[config.mk]
export PLATFORM = sky130hd
export DESIGN_NAME = rc_frame_receiver_crc8_unpack_core
export DESIGN_NICKNAME = d
export VERILOG_FILES = /design/src/design/rfcu_pkg.sv /design/src/design/rfcu_crc8.sv /design/src/design/rfcu_payload.sv /design/src/design/rc_frame_receiver_crc8_unpack_core.sv
export VERILOG_INCLUDE_DIRS = /design/src /design/src/design
export SDC_FILE = /design/constraint.sdc
export NUM_CORES = 1
export LEC_CHECK = 0
export BUFFER_PORTS_ARGS = -buffer_cell sky130_fd_sc_hd__buf_2
export CORE_MARGIN = 10
export CORE_UTILIZATION = 30
export CTS_CLUSTER_SIZE = 12
export DETAILED_ROUTE_END_ITERATION = 7
export HOLD_SLACK_MARGIN = 0.15
export PLACE_DENSITY = 0.43
export SLEW_MARGIN = 20
export SYNTH_ARGS = -nofsm -noshare
export SYNTH_HDL_FRONTEND = slang
export SYNTH_SLANG_ARGS = --single-unit
[constraint.sdc]
create_clock -name clk_i -period 6.7 [get_ports clk_i]
set_input_delay 0.67 -clock clk_i [delete_from_list [all_inputs] [get_ports clk_i]]
set_output_delay 0.67 -clock clk_i [all_outputs]
set_load 0.01 [all_outputs]
[src/design/rc_frame_receiver_crc8_unpack_core_assert.svh]
// Assertion macros shared by the RC frame receiver RTL.
`ifndef RC_FRAME_RECEIVER_CRC8_UNPACK_CORE_ASSERT_SVH
`define RC_FRAME_RECEIVER_CRC8_UNPACK_CORE_ASSERT_SVH

// same-cycle implication
`define RFCU_ASSERT_IMP(lbl, clk, rst_n, ante, cons) \
  lbl: assert property (@(posedge clk) disable iff (!rst_n) (ante) |-> (cons)) \
    else $error("rfcu assertion failed");

// next-cycle implication
`define RFCU_ASSERT_NXT(lbl, clk, rst_n, ante, cons) \
  lbl: assert property (@(posedge clk) disable iff (!rst_n) (ante) |=> (cons)) \
    else $error("rfcu assertion failed");

`endif

[src/design/rfcu_pkg.sv]
// Types and constants of the RC frame receiver.
package rfcu_pkg;

  localparam int unsigned PAYLOAD_BYTES = 22;
  localparam int unsigned CH_BITS       = 11;
  localparam int unsigned CHANNELS      = 16;
  localparam int unsigned STORE_BITS    = PAYLOAD_BYTES * 8;

  localparam logic [7:0]  CRC_POLY     = 8'hD5;
  localparam logic [7:0]  RC_LENGTH    = 8'd24;
  localparam logic [7:0]  DEV_ADDR_RST = 8'd200;
  localparam logic [7:0]  RC_TYPE_RST  = 8'd22;
  localparam logic [15:0] FAILSAFE_RST = 16'd500;

  typedef enum logic [1:0] {
    REG_DEV_ADDR = 2'd0,
    REG_RC_TYPE  = 2'd1,
    REG_FAILSAFE = 2'd2
  } reg_idx_e;

  typedef enum logic [0:0] {
    KIND_CHANNEL = 1'b0,
    KIND_STATUS  = 1'b1
  } result_kind_e;

  typedef enum logic [0:0] {
    ACT_BYTE = 1'b0,
    ACT_TICK = 1'b1
  } action_e;

  typedef enum logic [3:0] {
    ST_IDLE = 4'b0001,
    ST_CRC  = 4'b0010,
    ST_EMIT = 4'b0100,
    ST_TICK = 4'b1000
  } state_e;

  typedef struct packed {
    logic       clear;
    logic       start;
    logic [7:0] data;
  } crc_ctrl_t;

  typedef struct packed {
    logic       push;
    logic       pop;
    logic [7:0] data;
  } store_ctrl_t;

endpackage

[src/design/rfcu_crc8.sv]
// Bit-serial CRC-8 (poly 0xD5, MSB first): one shift per cycle, eight per byte.
module rfcu_crc8 (
  input  logic               clk_i,
  input  logic               rst_ni,
  input  rfcu_pkg::crc_ctrl_t ctrl_i,
  output logic [7:0]         crc_o,
  output logic               busy_o
);

  logic [7:0] crc_q, crc_d;
  logic [2:0] cnt_q, cnt_d;
  logic       busy_q, busy_d;

  always_comb begin
    crc_d  = crc_q;
    cnt_d  = cnt_q;
    busy_d = busy_q;
    if (ctrl_i.clear) begin
      crc_d = '0;
    end else if (ctrl_i.start) begin
      crc_d  = crc_q ^ ctrl_i.data;
      cnt_d  = '0;
      busy_d = 1'b1;
    end else if (busy_q) begin
      if (crc_q[7]) begin
        crc_d = {crc_q[6:0], 1'b0} ^ rfcu_pkg::CRC_POLY;
      end else begin
        crc_d = {crc_q[6:0], 1'b0};
      end
      cnt_d = cnt_q + 3'd1;
      if (cnt_q == 3'd7) begin
        busy_d = 1'b0;
      end
    end
  end

  always_ff @(posedge clk_i or negedge rst_ni) begin
    if (!rst_ni) begin
      crc_q  <= '0;
      cnt_q  <= '0;
      busy_q <= 1'b0;
    end else begin
      crc_q  <= crc_d;
      cnt_q  <= cnt_d;
      busy_q <= busy_d;
    end
  end

  assign crc_o  = crc_q;
  assign busy_o = busy_q;

endmodule

[src/design/rfcu_payload.sv]
// Payload shift store: bytes shift in at the top, channels shift out 11 bits at a time.
module rfcu_payload (
  input  logic                        clk_i,
  input  rfcu_pkg::store_ctrl_t       ctrl_i,
  output logic [rfcu_pkg::CH_BITS-1:0] channel_o
);

  logic [rfcu_pkg::STORE_BITS-1:0] store_q, store_d;

  always_comb begin
    store_d = store_q;
    if (ctrl_i.push) begin
      // after 22 pushes, payload byte 0 sits at the bottom
      store_d = {ctrl_i.data, store_q[rfcu_pkg::STORE_BITS-1:8]};
    end else if (ctrl_i.pop) begin
      store_d = store_q >> rfcu_pkg::CH_BITS;
    end
  end

  always_ff @(posedge clk_i) begin
    store_q <= store_d;
  end

  assign channel_o = store_q[rfcu_pkg::CH_BITS-1:0];

endmodule

[src/design/rc_frame_receiver_crc8_unpack_core.sv]
// Top level of the RC frame receiver: frame parser, tick counter, output register, APB.
//
//  channel  | direction | handshake            | payload
//  ---------+-----------+----------------------+-------------------------------------
//  input    | in        | in_valid_i/in_stall_o | action_i, rx_byte_i
//  result   | out       | out_valid_o/out_stall_i | result_kind_o .. last_o
//  config   | in        | psel/penable/pwrite  | paddr, pwdata, prdata
//
// A payload or type byte holds the input while the serial CRC runs eight shifts; sync,
// length and bad CRC bytes do not stall it, and a tick holds it until its status is registered.
// A good RC frame then emits 16 channel transfers, one per cycle the output register is free.
// Reset clears the parser, counter, CRC and output valid; the payload store holds no reset.
// A stalled result holds the output register; the next input is still taken while the parser is idle.
`include "rc_frame_receiver_crc8_unpack_core_assert.svh"

module rc_frame_receiver_crc8_unpack_core #(
  parameter int unsigned MAX_FRAME_BYTES = 64,
  parameter int unsigned TICK_BITS       = 16
) (
  input  logic        clk_i,
  input  logic        rst_ni,
  input  logic        psel,
  input  logic        penable,
  input  logic        pwrite,
  input  logic [3:0]  paddr,
  input  logic [31:0] pwdata,
  output logic [31:0] prdata,
  output logic        pready,
  input  logic        in_valid_i,
  output logic        in_stall_o,
  input  logic        action_i,
  input  logic [7:0]  rx_byte_i,
  output logic        out_valid_o,
  input  logic        out_stall_i,
  output logic        result_kind_o,
  output logic [3:0]  channel_index_o,
  output logic [10:0] channel_value_o,
  output logic        link_up_o,
  output logic        last_o
);

  localparam int unsigned CMP_W = (TICK_BITS > 16) ? TICK_BITS : 16;
  localparam logic [TICK_BITS-1:0] TICK_TOP = {TICK_BITS{1'b1}};

  // configuration registers
  logic [7:0]  dev_addr_q, rc_type_q;
  logic [15:0] failsafe_q;
  logic        cfg_wr;
  rfcu_pkg::reg_idx_e cfg_idx;

  assign pready  = 1'b1;
  assign cfg_wr  = psel & penable & pwrite;
  assign cfg_idx = rfcu_pkg::reg_idx_e'(paddr[3:2]);

  always_ff @(posedge clk_i or negedge rst_ni) begin
    if (!rst_ni) begin
      dev_addr_q <= rfcu_pkg::DEV_ADDR_RST;
      rc_type_q  <= rfcu_pkg::RC_TYPE_RST;
      failsafe_q <= rfcu_pkg::FAILSAFE_RST;
    end else if (cfg_wr) begin
      case (cfg_idx)
        rfcu_pkg::REG_DEV_ADDR: dev_addr_q <= pwdata[7:0];
        rfcu_pkg::REG_RC_TYPE:  rc_type_q  <= pwdata[7:0];
        rfcu_pkg::REG_FAILSAFE: failsafe_q <= pwdata[15:0];
        default: ;
      endcase
    end
  end

  always_comb begin
    case (cfg_idx)
      rfcu_pkg::REG_DEV_ADDR: prdata = {24'd0, dev_addr_q};
      rfcu_pkg::REG_RC_TYPE:  prdata = {24'd0, rc_type_q};
      rfcu_pkg::REG_FAILSAFE: prdata = {16'd0, failsafe_q};
      default:                prdata = '0;
    endcase
  end

  // parser state
  rfcu_pkg::state_e state_q, state_d;
  logic [6:0]  pos_q, pos_d;
  logic [7:0]  len_q, len_d;
  logic [7:0]  type_q, type_d;
  logic [3:0]  ch_q, ch_d;
  logic [TICK_BITS-1:0] ticks_q, ticks_d;

  // output register
  logic        ov_q, ov_d;
  logic        okind_q, okind_d;
  logic [3:0]  oidx_q, oidx_d;
  logic [10:0] oval_q, oval_d;
  logic        oup_q, oup_d;
  logic        olast_q, olast_d;

  rfcu_pkg::crc_ctrl_t   crc_ctrl;
  rfcu_pkg::store_ctrl_t st_ctrl;
  logic [7:0]  crc_val;
  logic        crc_busy;
  logic [10:0] chan_val;

  rfcu_crc8 u_crc (
    .clk_i  (clk_i),
    .rst_ni (rst_ni),
    .ctrl_i (crc_ctrl),
    .crc_o  (crc_val),
    .busy_o (crc_busy)
  );

  rfcu_payload u_payload (
    .clk_i     (clk_i),
    .ctrl_i    (st_ctrl),
    .channel_o (chan_val)
  );

  logic       in_fire, slot_free, len_bad, in_body, is_store, good;
  logic [6:0] k;
  logic [7:0] body;
  logic       link_now;

  assign in_stall_o = (state_q != rfcu_pkg::ST_IDLE);
  assign in_fire    = in_valid_i & ~in_stall_o;
  assign slot_free  = ~ov_q | ~out_stall_i;

  assign k        = pos_q - 7'd2;
  assign body     = len_q - 8'd1;
  assign in_body  = ({1'b0, k} < body);
  assign is_store = (k != 7'd0) && (k <= 7'(rfcu_pkg::PAYLOAD_BYTES));
  assign len_bad  = (rx_byte_i < 8'd2) ||
                    ((9'(rx_byte_i) + 9'd2) > 9'(MAX_FRAME_BYTES));
  assign good     = (crc_val == rx_byte_i) && (type_q == rc_type_q) &&
                    (len_q == rfcu_pkg::RC_LENGTH);
  assign link_now = (CMP_W'(ticks_q) < CMP_W'(failsafe_q));

  always_comb begin
    state_d  = state_q;
    pos_d    = pos_q;
    len_d    = len_q;
    type_d   = type_q;
    ch_d     = ch_q;
    ticks_d  = ticks_q;
    crc_ctrl = '0;
    st_ctrl  = '0;
    crc_ctrl.data = rx_byte_i;
    st_ctrl.data  = rx_byte_i;

    ov_d    = ov_q & out_stall_i;
    okind_d = okind_q;
    oidx_d  = oidx_q;
    oval_d  = oval_q;
    oup_d   = oup_q;
    olast_d = olast_q;

    case (state_q)
      rfcu_pkg::ST_IDLE: begin
        if (in_fire) begin
          if (action_i == rfcu_pkg::ACT_TICK) begin
            if (ticks_q != TICK_TOP) begin
              ticks_d = ticks_q + 1'b1;
            end
            state_d = rfcu_pkg::ST_TICK;
          end else if (pos_q == 7'd0) begin
            if (rx_byte_i == dev_addr_q) begin
              pos_d = 7'd1;
            end
          end else if (pos_q == 7'd1) begin
            len_d = rx_byte_i;
            if (len_bad) begin
              pos_d = 7'd0;
            end else begin
              crc_ctrl.clear = 1'b1;
              pos_d          = 7'd2;
            end
          end else if (in_body) begin
            crc_ctrl.start = 1'b1;
            if (k == 7'd0) begin
              type_d = rx_byte_i;
            end
            st_ctrl.push = is_store;
            pos_d        = pos_q + 7'd1;
            state_d      = rfcu_pkg::ST_CRC;
          end else begin
            // CRC byte closes the frame
            pos_d = 7'd0;
            if (good) begin
              ticks_d = '0;
              ch_d    = '0;
              state_d = rfcu_pkg::ST_EMIT;
            end
          end
        end
      end
      rfcu_pkg::ST_CRC: begin
        if (!crc_busy && !crc_ctrl.start) begin
          state_d = rfcu_pkg::ST_IDLE;
        end
      end
      rfcu_pkg::ST_EMIT: begin
        if (slot_free) begin
          ov_d        = 1'b1;
          okind_d     = rfcu_pkg::KIND_CHANNEL;
          oidx_d      = ch_q;
          oval_d      = chan_val;
          oup_d       = 1'b0;
          olast_d     = (ch_q == 4'(rfcu_pkg::CHANNELS - 1));
          st_ctrl.pop = 1'b1;
          ch_d        = ch_q + 4'd1;
          if (ch_q == 4'(rfcu_pkg::CHANNELS - 1)) begin
            state_d = rfcu_pkg::ST_IDLE;
          end
        end
      end
      rfcu_pkg::ST_TICK: begin
        if (slot_free) begin
          ov_d    = 1'b1;
          okind_d = rfcu_pkg::KIND_STATUS;
          oidx_d  = '0;
          oval_d  = '0;
          oup_d   = link_now;
          olast_d = 1'b1;
          state_d = rfcu_pkg::ST_IDLE;
        end
      end
      default: begin
        state_d = rfcu_pkg::ST_IDLE;
      end
    endcase
  end

  always_ff @(posedge clk_i or negedge rst_ni) begin
    if (!rst_ni) begin
      state_q <= rfcu_pkg::ST_IDLE;
      pos_q   <= '0;
      len_q   <= '0;
      type_q  <= '0;
      ch_q    <= '0;
      ticks_q <= '0;
      ov_q    <= 1'b0;
    end else begin
      state_q <= state_d;
      pos_q   <= pos_d;
      len_q   <= len_d;
      type_q  <= type_d;
      ch_q    <= ch_d;
      ticks_q <= ticks_d;
      ov_q    <= ov_d;
    end
  end

  always_ff @(posedge clk_i) begin
    okind_q <= okind_d;
    oidx_q  <= oidx_d;
    oval_q  <= oval_d;
    oup_q   <= oup_d;
    olast_q <= olast_d;
  end

  assign out_valid_o     = ov_q;
  assign result_kind_o   = okind_q;
  assign channel_index_o = oidx_q;
  assign channel_value_o = oval_q;
  assign link_up_o       = oup_q;
  assign last_o          = olast_q;

  `RFCU_ASSERT_IMP(a_crc_busy_in_crc, clk_i, rst_ni, crc_busy, state_q == rfcu_pkg::ST_CRC)
  `RFCU_ASSERT_NXT(a_tick_to_status, clk_i, rst_ni,
    in_fire && action_i == rfcu_pkg::ACT_TICK, state_q == rfcu_pkg::ST_TICK)
  `RFCU_ASSERT_IMP(a_last_channel, clk_i, rst_ni,
    ov_q && olast_q && okind_q == rfcu_pkg::KIND_CHANNEL, oidx_q == 4'd15)

endmodule

==> results.json, run 1 <==
{
  "cts_buffers": 36,
  "p_leak_nw": 6.17,
  "grt_pass1_vias": 8509,
  "initial_core_util": 0.304,
  "min_period_ns": 4.40,
  "vias_per_cell": 4.70,
  "vdd_drop_max_uv": 163,
  "rsz0062_at_grt": "false",
  "crit_slowest_cell": "o211ai_1",
  "status": "finished clean",
  "die_w_um": 237,
  "worstHoldStart": "pwdata[10]",
  "worstPathArrival_ns": 4.58,
  "slew_viol_final": 0,
  "avgSynthCellArea_um2": 13.2,
  "cts_max_path_buffers": 3,
  "die_y_um": 237,
  "cts_sinks": 286,
  "grt_usage": 0.106,
  "fin_tns_setup_ns": 0,
  "fin_cells": 1769,
  "rows": 79,
  "synth_seq_area_share": 0.575,
  "place_inst": 1703,
  "path_max_fanout": 121,
  "ys_ff_latch": 286,
  "min_path_cells": 3,
  "fin_nets": 1221,
  "dp_slack_ns": 2.26,
  "yosysWarnings": 0,
  "synth_top_area_share": 0.411,
  "clk_pin_slew_ns": 0.06,
  "synthFlopType": "edfxtp_1",
  "dr_total_vias": 8314,
  "gp_congestion": 0.783,
  "stdcell_area_um2": 16200,
  "grt_pass1_wl_um": 48100,
  "post-route-util": 0.347,
  "core_um2": 46700,
  "drt-pass1-iter-count": 4,
  "pin_count": 105,
  "max_stage_delay_ns": 0.66,
  "yosysMostFrequentCell": "edfxtp_1",
  "synth_edf_count": 194,
  "root_buffer": "clkbuf_16",
  "yosysUniqueCellTypes": 57,
  "drtAntennaViolNets": 0,
  "grt_start_max_net_pins": 166,
  "regToRegSetupSlack_ns": 2.30,
  "r2r-start": "pos_q[3]",
  "hold_viol": 0,
  "netlist_top_cells_area": "edfxtp_1, mux2_2, dfrtp_1",
  "max_cap_viol_count": 0,
  "synth_top_area_cell": "edfxtp_1",
  "syn_area_um2": 14200,
  "seq_area_um2": 8140,
  "clk_latency_ns": 0.56,
  "finalPower_mw": 5.21,
  "async_flop_share": 0.322,
  "cts_tree": "yes",
  "areaGrowthSynthToFinish_pct": 14.1,
  "multi_input_area_um2": 5540,
  "worst_pin_slew_ns": 1.06,
  "skew_ns": 0.0157,
  "min_path_type": "in2reg",
  "wl_per_cell_um": 17.0,
  "setup_viol": 0,
  "fmax_ghz": 0.228,
  "n_fill_cell": 4621,
  "hold-path-endpoint": "failsafe_q[10]",
  "die_area_um2": 56300,
  "final.period_utilization": 0.656,
  "worst_setup_path_end_kind": "flop",
  "slew_headroom": 0.293,
  "portBuffers": 69,
  "postSynthCellCount": 1077,
  "reg2regPathDepth": 10,
  "setup_ws_ns": 2.30,
  "whs_ns": 0.320,
  "drc": 0,
  "synthTopCellsByCount": "edfxtp_1, mux2_2, dfrtp_1",
  "crit_buf_inv": 1,
  "antenna_found_initial": 0,
  "overflow": 0,
  "dr.first_iter.drc_count": 535,
  "place_hpwl_um": 19300,
  "cts_htree_levels": 2,
  "num_antenna_cells": 0,
  "critPathRequiredTime_ns": 6.88,
  "worstSetupStartpointType": "flop",
  "totalWireLength_um": 30100,
  "powerDensity_nw_per_um2": 322,
  "worstSetupPathType": "reg2reg",
  "critPathTopFamily": "simple AND/OR/NAND/NOR gates",
  "r2r_end": "u_payload.store_q[137]",
  "path_cells": "or4_1, nor2_1, xnor2_1, ha_1, a21oi_1, nand3_1, o211ai_1, nand4b_4, nand2_8, buf_12",
  "drive_gt1_frac": 0.287,
  "place_area_um2": 15000
}
==> worst reg2reg max path, stage by stage, from the launching register on <==
cell	delay, ns
dfrtp_1	0.49
or4_1	0.60
nor2_1	0.14
xnor2_1	0.14
ha_1	0.29
a21oi_1	0.19
nand3_1	0.13
o211ai_1	0.66
nand4b_4	0.30
nand2_8	0.42
buf_12	0.54
==> area by class of cell <==
class / instances / share of cell area
clock inverter: 11 / 0.00681
sequential: 286 / 0.504
timing repair buffer: 77 / 0.0269
clock buffer: 54 / 0.0655
multi-input combinational: 701 / 0.342
tap: 607 / 0.0470
inverter: 33 / 0.00766
==> placed cells by master (no fill, tap or decap), types with 17 or more instances in the layout <==
cell type / n
clkbuf_16: 37
dfrtp_1: 79
edfxtp_1: 194
conb_1: 17
ha_1: 34
nor3_1: 17
mux2_1: 17
mux2_2: 180
nand2_1: 65
nand3_1: 35
nor2_1: 23
xnor2_1: 26
inv_1: 33
and2_1: 35
o21ai_0: 55
buf_2: 68
nand2b_1: 17
nand4_1: 28
mux2i_1: 25
==> flip-flops by register name (all words and copies together), names as in the netlist, 3 cells and up <==
register,cells
failsafe_q,16
type_q,8
pos_q,7
channel_index_o,4
u_crc.cnt_q,3
channel_value_o,11
len_q,8
ticks_q,16
dev_addr_q,8
u_crc.crc_o,8
state_q,4
u_payload.store_q,176
rc_type_q,8
ch_q,4
==> worst max path at each step <==
| stage | startpoint | end | slack, ns | depth (start not counted) |
|---|---|---|---|---|
| final | pos_q[3] | u_payload.store_q[137] | 2.30 | 10 |
| after global routing | pos_q[3] | u_payload.store_q[145] | 2.00 | 10 |
| after CTS | pos_q[3] | u_payload.store_q[86] | 2.25 | 10 |
| after detailed placement | pos_q[2] | u_payload.store_q[160] | 2.26 | 10 |
| after global placement | pos_q[3] | u_payload.store_q[160] | 2.27 | 10 |
| after floorplan | pos_q[2] | u_payload.store_q[0] | 1.31 | 12 |
==> metal layers <==
metal,wire [um],vias to the layer above,global-route usage
li1,-,4067,-
met1,14200,4079,0.140
met2,14200,120,0.167
met3,1070,48,0.0205
met4,719,0,0.0414
met5,0,-,0
==> what timing repair did <==
| item | in CTS | in global routing |
|---|---|---|
| buffers inserted | 0 | 0 |
| endpoints found under the hold margin | 25 | 0 |
| hold buffers | 1 | 0 |
| gates resized for setup | 0 | 0 |
==> where the power goes <==
part | internal, mW | total, mW | leakage, nW | switching (mW)
Combinational | 0.440 | 1.05 | 2.66 | 0.614
Clock | 1.14 | 1.92 | 0.574 | 0.775
Sequential | 2.06 | 2.24 | 2.93 | 0.180
==> kinds of logic after synthesis <==
| logic type | share of synthesized area |
|---|---|
| DFF | 0.575 |
| adders and majority gates | 0.0300 |
| other | 0.000530 |
| and+or+nand+nor | 0.107 |
| AOI/OAI and AO/OA | 0.0473 |
| xor gates and xnor gates | 0.0247 |
| muxes | 0.174 |
| buffers and inverters | 0.0411 |
No activity file was read; power rests on OpenSTA's default activity.
==> inputs of run 2 (changes only) <==
Settings changed: ABC_AREA from default to 1.
Clock period 6.7 ns to 3.9 ns, I/O delays scaled along.
==> results.json, run 2 <==
{
  "cts_sinks": 286,
  "swShare": 0.341,
  "cts_htree_levels": 2,
  "dr.first_iter.drc_count": 508,
  "setup_viol": 0,
  "dr_total_vias": 10400,
  "worst_pin_slew_ns": 0.946,
  "p_switching_mw": 3.73,
  "place_area_um2": 15700,
  "cts_buffers": 35,
  "grt_pass1_wl_um": 54800,
  "final.period_utilization": 0.837,
  "final_common_cell": "nand2_1",
  "power_frac_seq": 0.410,
  "rows": 81,
  "worstSetupPathType": "reg2reg",
  "hold_buffers": 21,
  "final_cell_mix": "nand2_1, inv_1, edfxtp_1",
  "vias_per_cell": 4.43,
  "dp_slack_ns": 0.590,
  "stdcell_area_um2": 17000,
  "die_y_um": 242,
  "totalWireLength_um": 33200,
  "areaGrowthSynthToFinish_pct": 15.3,
  "worstPathArrival_ns": 3.46,
  "post_cts_resized": 0,
  "p_int_mw": 7.21,
  "yosysUniqueCellTypes": 42,
  "status": "finished clean",
  "whs_ns": 0.188,
  "drc": 0,
  "fin_tns_setup_ns": 0,
  "synthTopCellsByCount": "nand2_1, edfxtp_1, inv_1",
  "vdd_drop_max_uv": 353,
  "top_register": "u_payload.store_q",
  "hold_viol": 0,
  "cts_tree": "yes",
  "num_antenna_cells": 0,
  "path_cells": "inv_1, ha_1, nand3_1, xor2_1, ha_1, nand3_1, nand2_1, nand2_1, nand3_4, nor2_8, inv_8, nand2_8, buf_12",
  "place_hpwl_um": 22300,
  "p_leak_nw": 7.35,
  "portBuffers": 69,
  "gp_congestion": 0.799,
  "powerDensity_nw_per_um2": 642,
  "pin_count": 105,
  "slew_headroom": 0.368,
  "max_stage_delay_ns": 0.41,
  "syn_area_um2": 14800,
  "synth_edf_count": 194,
  "grt_pass1_vias": 10600,
  "avgSynthCellArea_um2": 9.42,
  "grt_start_max_net_pins": 169,
  "post-route-util": 0.349,
  "max_cap_viol_count": 0,
  "synth_top_area_cell": "edfxtp_1",
  "p_comb_frac": 0.285,
  "slew_viol_final": 0,
  "die_w_um": 242,
  "clockPowerShare": 0.305,
  "async_flop_share": 0.322,
  "yosysMostFrequentCell": "nand2_1",
  "skew_ns": 0.0193,
  "crit_slowest_cell": "dfrtp_1",
  "synthFlopType": "edfxtp_1",
  "cts_max_path_buffers": 3,
  "synth_seq_area_share": 0.551,
  "critPathRequiredTime_ns": 4.10,
  "yosysWarnings": 0,
  "ys_ff_latch": 286,
  "core_um2": 48800,
  "drt-pass1-iter-count": 5,
  "min_path_type": "in2reg",
  "rsz0062_at_grt": "false",
  "wl_per_cell_um": 14.2,
  "worst_setup_path_end_kind": "flop",
  "root_buffer": "clkbuf_16",
  "antenna_found_initial": 2,
  "clk_pin_slew_ns": 0.06,
  "synth_top_area_share": 0.394,
  "drive_gt1_frac": 0.171,
  "overflow": 0,
  "grt_usage": 0.113,
  "die_area_um2": 58500,
  "initial_core_util": 0.302,
  "path_max_fanout": 50,
  "worstSetupStartpointType": "flop",
  "min_path_cells": 3,
  "setup_ws_ns": 0.635,
  "fmax_ghz": 0.306,
  "postSynthCellCount": 1569,
  "clk_latency_ns": 0.54,
  "reg2regPathDepth": 13,
  "largest_registers": "u_payload.store_q: 176 flops, failsafe_q: 16 flops, ticks_q: 16 flops",
  "netlist_top_cells_area": "edfxtp_1, dfrtp_1, nand2_1",
  "largest_reg_flops": 176,
  "post_cts_buffers": 0,
  "min_period_ns": 3.27,
  "fin_nets": 1736,
  "drtAntennaViolNets": 0
}
-- run 2: cell count changes in the layout (fill, tap and decap cells not counted), sizes merged, moves of 20 or more --
cell / delta
dlygate4sd3: +20
inv: +167
o21ai: +159
and2: -35
nand2: +375
nand3: +24
mux2: -197
mux2i: -25
nor2: +102
-- run 2: worst paths after layout --
kind | to | slack, ns | startpoint
setup / recovery | u_payload.store_q[146] | 0.63 | pos_q[1]
hold / removal | type_q[4] | 0.19 | rx_byte_i[4]
setup reg to reg | u_payload.store_q[146] | 0.63 | pos_q[1]
hold reg to reg | failsafe_q[0] | 0.49 | failsafe_q[0]
max in group asynchronous | rc_type_q[4] | 2.67 | rst_ni
min in group asynchronous | failsafe_q[15] | 0.37 | rst_ni
-- run 2: layout make-up --
| type | count | area (um^2) |
|---|---|---|
| Fill cell | 5099 | 31800 |
| Sequential cell | 286 | 8140 |
| Multi-Input combinational cell | 1016 | 5370 |
| Clock buffer | 53 | 1050 |
| Tap cell | 664 | 831 |
| Inverter | 205 | 777 |
| Timing Repair Buffer | 106 | 741 |
| Clock inverter | 9 | 124 |
-- run 2: cell families (layout without fill, tap and decap cells) --
family / after synthesis / after routing / synth area share
fa+ha+maj: 34 / 34 / 0.0288
simple gates: 666 / 666 / 0.194
other cells: 2 / 17 / 0.000508
buf+inv: 282 / 373 / 0.0901
compound gates: 258 / 258 / 0.110
xor+xnor: 41 / 41 / 0.0248
flops: 286 / 286 / 0.551
-- run 2: power by group through the flow --
stage / logic (mW) / clock network (mW) / registers (mW)
final: 3.12 / 3.33 / 4.49
after global placement: 3.12 / 0 / 4.54
after floorplan: 2.51 / 0 / 4.44
after global routing: 3.62 / 3.57 / 4.57
after CTS: 3.18 / 3.47 / 4.49
after detailed placement: 3.15 / 0 / 4.55
-- run 2: layer usage --
layer  wire length [um]  share of wire  up-vias  GRT usage
met3               1140          0.034       56     0.0214
li1                   -              -     5283          -
met5                 25        0.00075        -          0
met4                839          0.025        4     0.0409
met2              16100           0.48      116      0.190
met1              15200           0.46     4894      0.142
-- run 2: stage by stage --
stage	std cells	power (mW)
6_report	2339	10.9
5_1_grt	2339	11.8
4_1_cts	2339	11.1
3_5_place_dp	2256	7.70
3_3_place_gp	2256	7.66
2_1_floorplan	1584	6.95
-- run 2: critical path, delay by kind of cell (launching register included) --
kind	cells	cell delay, ns
adder cells (fa/ha/maj)	2	0.54
AND/OR/NAND/NOR	7	0.96
XOR/XNOR	1	0.25
flip-flops	1	0.41
buffers and inverters	3	0.69
==> inputs of run 3 (changes only) <==
Settings changed: PLACE_DENSITY 0.43 to 0.41.
Clock period 3.9 ns to 3.2 ns, I/O delays scaled along.
==> results.json, run 3 (synthesized netlist as in run 2, its figures left out) <==
{
  "grt_pass1_wl_um": 57000,
  "slew_viol_final": 0,
  "die_y_um": 242,
  "clk_pin_slew_ns": 0.06,
  "totalWireLength_um": 34200,
  "status": "finished clean",
  "powerDensity_nw_per_um2": 787,
  "num_antenna_cells": 0,
  "worst_setup_path_end_kind": "flop",
  "setup_viol": 0,
  "dr_total_vias": 10400,
  "vias_per_cell": 4.42,
  "grt_usage": 0.118,
  "hold_viol": 0,
  "rsz0062_at_grt": "false",
  "largest_reg_flops": 176,
  "place_inst": 2265,
  "grt_start_max_net_pins": 80,
  "fin_cells": 2361,
  "drt-pass1-iter-count": 5,
  "min_path_type": "in2async",
  "areaGrowthSynthToFinish_pct": 17.7,
  "antenna_found_initial": 1,
  "cts_buffers": 37,
  "cts_max_path_buffers": 3,
  "max_stage_delay_ns": 0.43,
  "path_max_fanout": 33,
  "vdd_drop_max_uv": 426,
  "final.period_utilization": 0.922,
  "crit_slowest_cell": "dfrtp_1",
  "final_common_cell": "nand2_1",
  "drtAntennaViolNets": 0,
  "min_period_ns": 2.95,
  "place_area_um2": 15800,
  "setup_ws_ns": 0.249,
  "drc": 0,
  "skew_ns": 0.0309,
  "fin_nets": 1754,
  "wl_per_cell_um": 14.5,
  "cts_htree_levels": 2,
  "final_cell_mix": "nand2_1, edfxtp_1, inv_1",
  "overflow": 0,
  "cts_sinks": 286,
  "place_hpwl_um": 23300,
  "dp_slack_ns": 0.239,
  "root_buffer": "clkbuf_16",
  "worstPathArrival_ns": 3.24,
  "die_area_um2": 58500,
  "portBuffers": 69,
  "worstSetupStartpointType": "flop",
  "max_cap_viol_count": 0,
  "drive_gt1_frac": 0.185,
  "initial_core_util": 0.302,
  "crit_top_cell": "buf_4",
  "p_leak_nw": 7.50,
  "cts_tree": "yes",
  "stdcell_area_um2": 17400,
  "gp_congestion": 0.786,
  "largest_registers": "u_payload.store_q: 176 flops, failsafe_q: 16 flops, ticks_q: 16 flops",
  "fin_tns_setup_ns": 0,
  "top_register": "u_payload.store_q",
  "rows": 81,
  "clk_latency_ns": 0.55,
  "grt_pass1_vias": 10700,
  "reg2regPathDepth": 12,
  "fmax_ghz": 0.339,
  "worstSetupPathType": "reg2reg",
  "dr.first_iter.drc_count": 556,
  "n_fill_cell": 5102,
  "post_cts_buffers": 0,
  "worst_pin_slew_ns": 0.960,
  "slew_headroom": 0.359,
  "path_cells": "inv_2, ha_4, nand3_1, xor2_1, ha_1, and3_1, nand3_2, nand3_4, nor2_8, buf_4, buf_4, o21ai_0",
  "critPathRequiredTime_ns": 3.49,
  "finalPower_mw": 13.7,
  "pin_count": 105,
  "core_um2": 48800,
  "die_w_um": 242
}
[run 3: cell types whose count changed in the layout (fill, tap and decap cells not counted), moves of 3 or more]
| cell | change |
|---|---|
| buf_12 | +5 |
| buf_4 | +3 |
| clkbuf_1 | -6 |
| clkinv_1 | +4 |
| clkinv_2 | +4 |
| dlygate4sd3_1 | +7 |
| inv_1 | -3 |
| inv_2 | +3 |
[run 3: critical path: cells and delay by family, from the launching register on]
kind                       cells  cell delay [ns]
DFF                            1             0.43
adders and majority gates      2             0.47
xor gates and xnor gates       1             0.24
buffers and inverters          3             0.76
and+or+nand+nor                5             0.67
AOI/OAI and AO/OA              1             0.13
[run 3: path summary, 6_finish.rpt]
check                              start                    to  slack, ns
hold reg to reg            failsafe_q[6]         failsafe_q[6]       0.49
min in group clk_i         failsafe_q[6]         failsafe_q[6]       0.49
setup reg to reg                pos_q[1]  u_payload.store_q[2]       0.25
hold / removal                    rst_ni        failsafe_q[13]       0.41
max in group asynchronous         rst_ni            state_q[0]       2.03
setup / recovery                pos_q[1]  u_payload.store_q[2]       0.25
[run 3: area by class of cell]
type	count	area (um^2)	area share
Inverter	205	777	0.0447
Timing Repair Buffer	122	961	0.0553
Sequential cell	286	8140	0.468
Clock inverter	22	236	0.0136
Multi-Input combinational cell	1016	5420	0.312
Clock buffer	46	1020	0.0587
Tap cell	664	831	0.0478
[run 3: routing by layer]
layer | up-vias | wire length (um) | GRT usage
li1 | 5344 | - | -
met1 | 4914 | 15800 | 0.152
met2 | 125 | 16300 | 0.195
met3 | 55 | 1310 | 0.0233
met4 | 2 | 782 | 0.0396
met5 | - | 7 | 0
[run 3: per-stage QoR]
stage	utilization	hold slack (ns)
after floorplan	-	0.0244
after global placement	0.324	0.469
after detailed placement	0.324	0.466
after CTS	0.356	0.407
after global routing	0.356	0.467
final	0.356	0.412
[run 3: repair_timing]
item                                    CTS  global route
endpoints found under the setup margin    0            10
hold buffers                             28             0
endpoints found under the hold margin    91             0
gates resized for setup                   0             2
[run 3: report_power, final]
| part | switching (mW) | total (mW) | leakage, nW | internal, mW |
|---|---|---|---|---|
| sequential | 0.515 | 5.48 | 2.89 | 4.97 |
| clock | 1.66 | 4.26 | 0.618 | 2.60 |
| combinational | 2.52 | 3.95 | 3.99 | 1.43 |
| total | 4.69 | 13.7 | 7.50 | 9.00 |
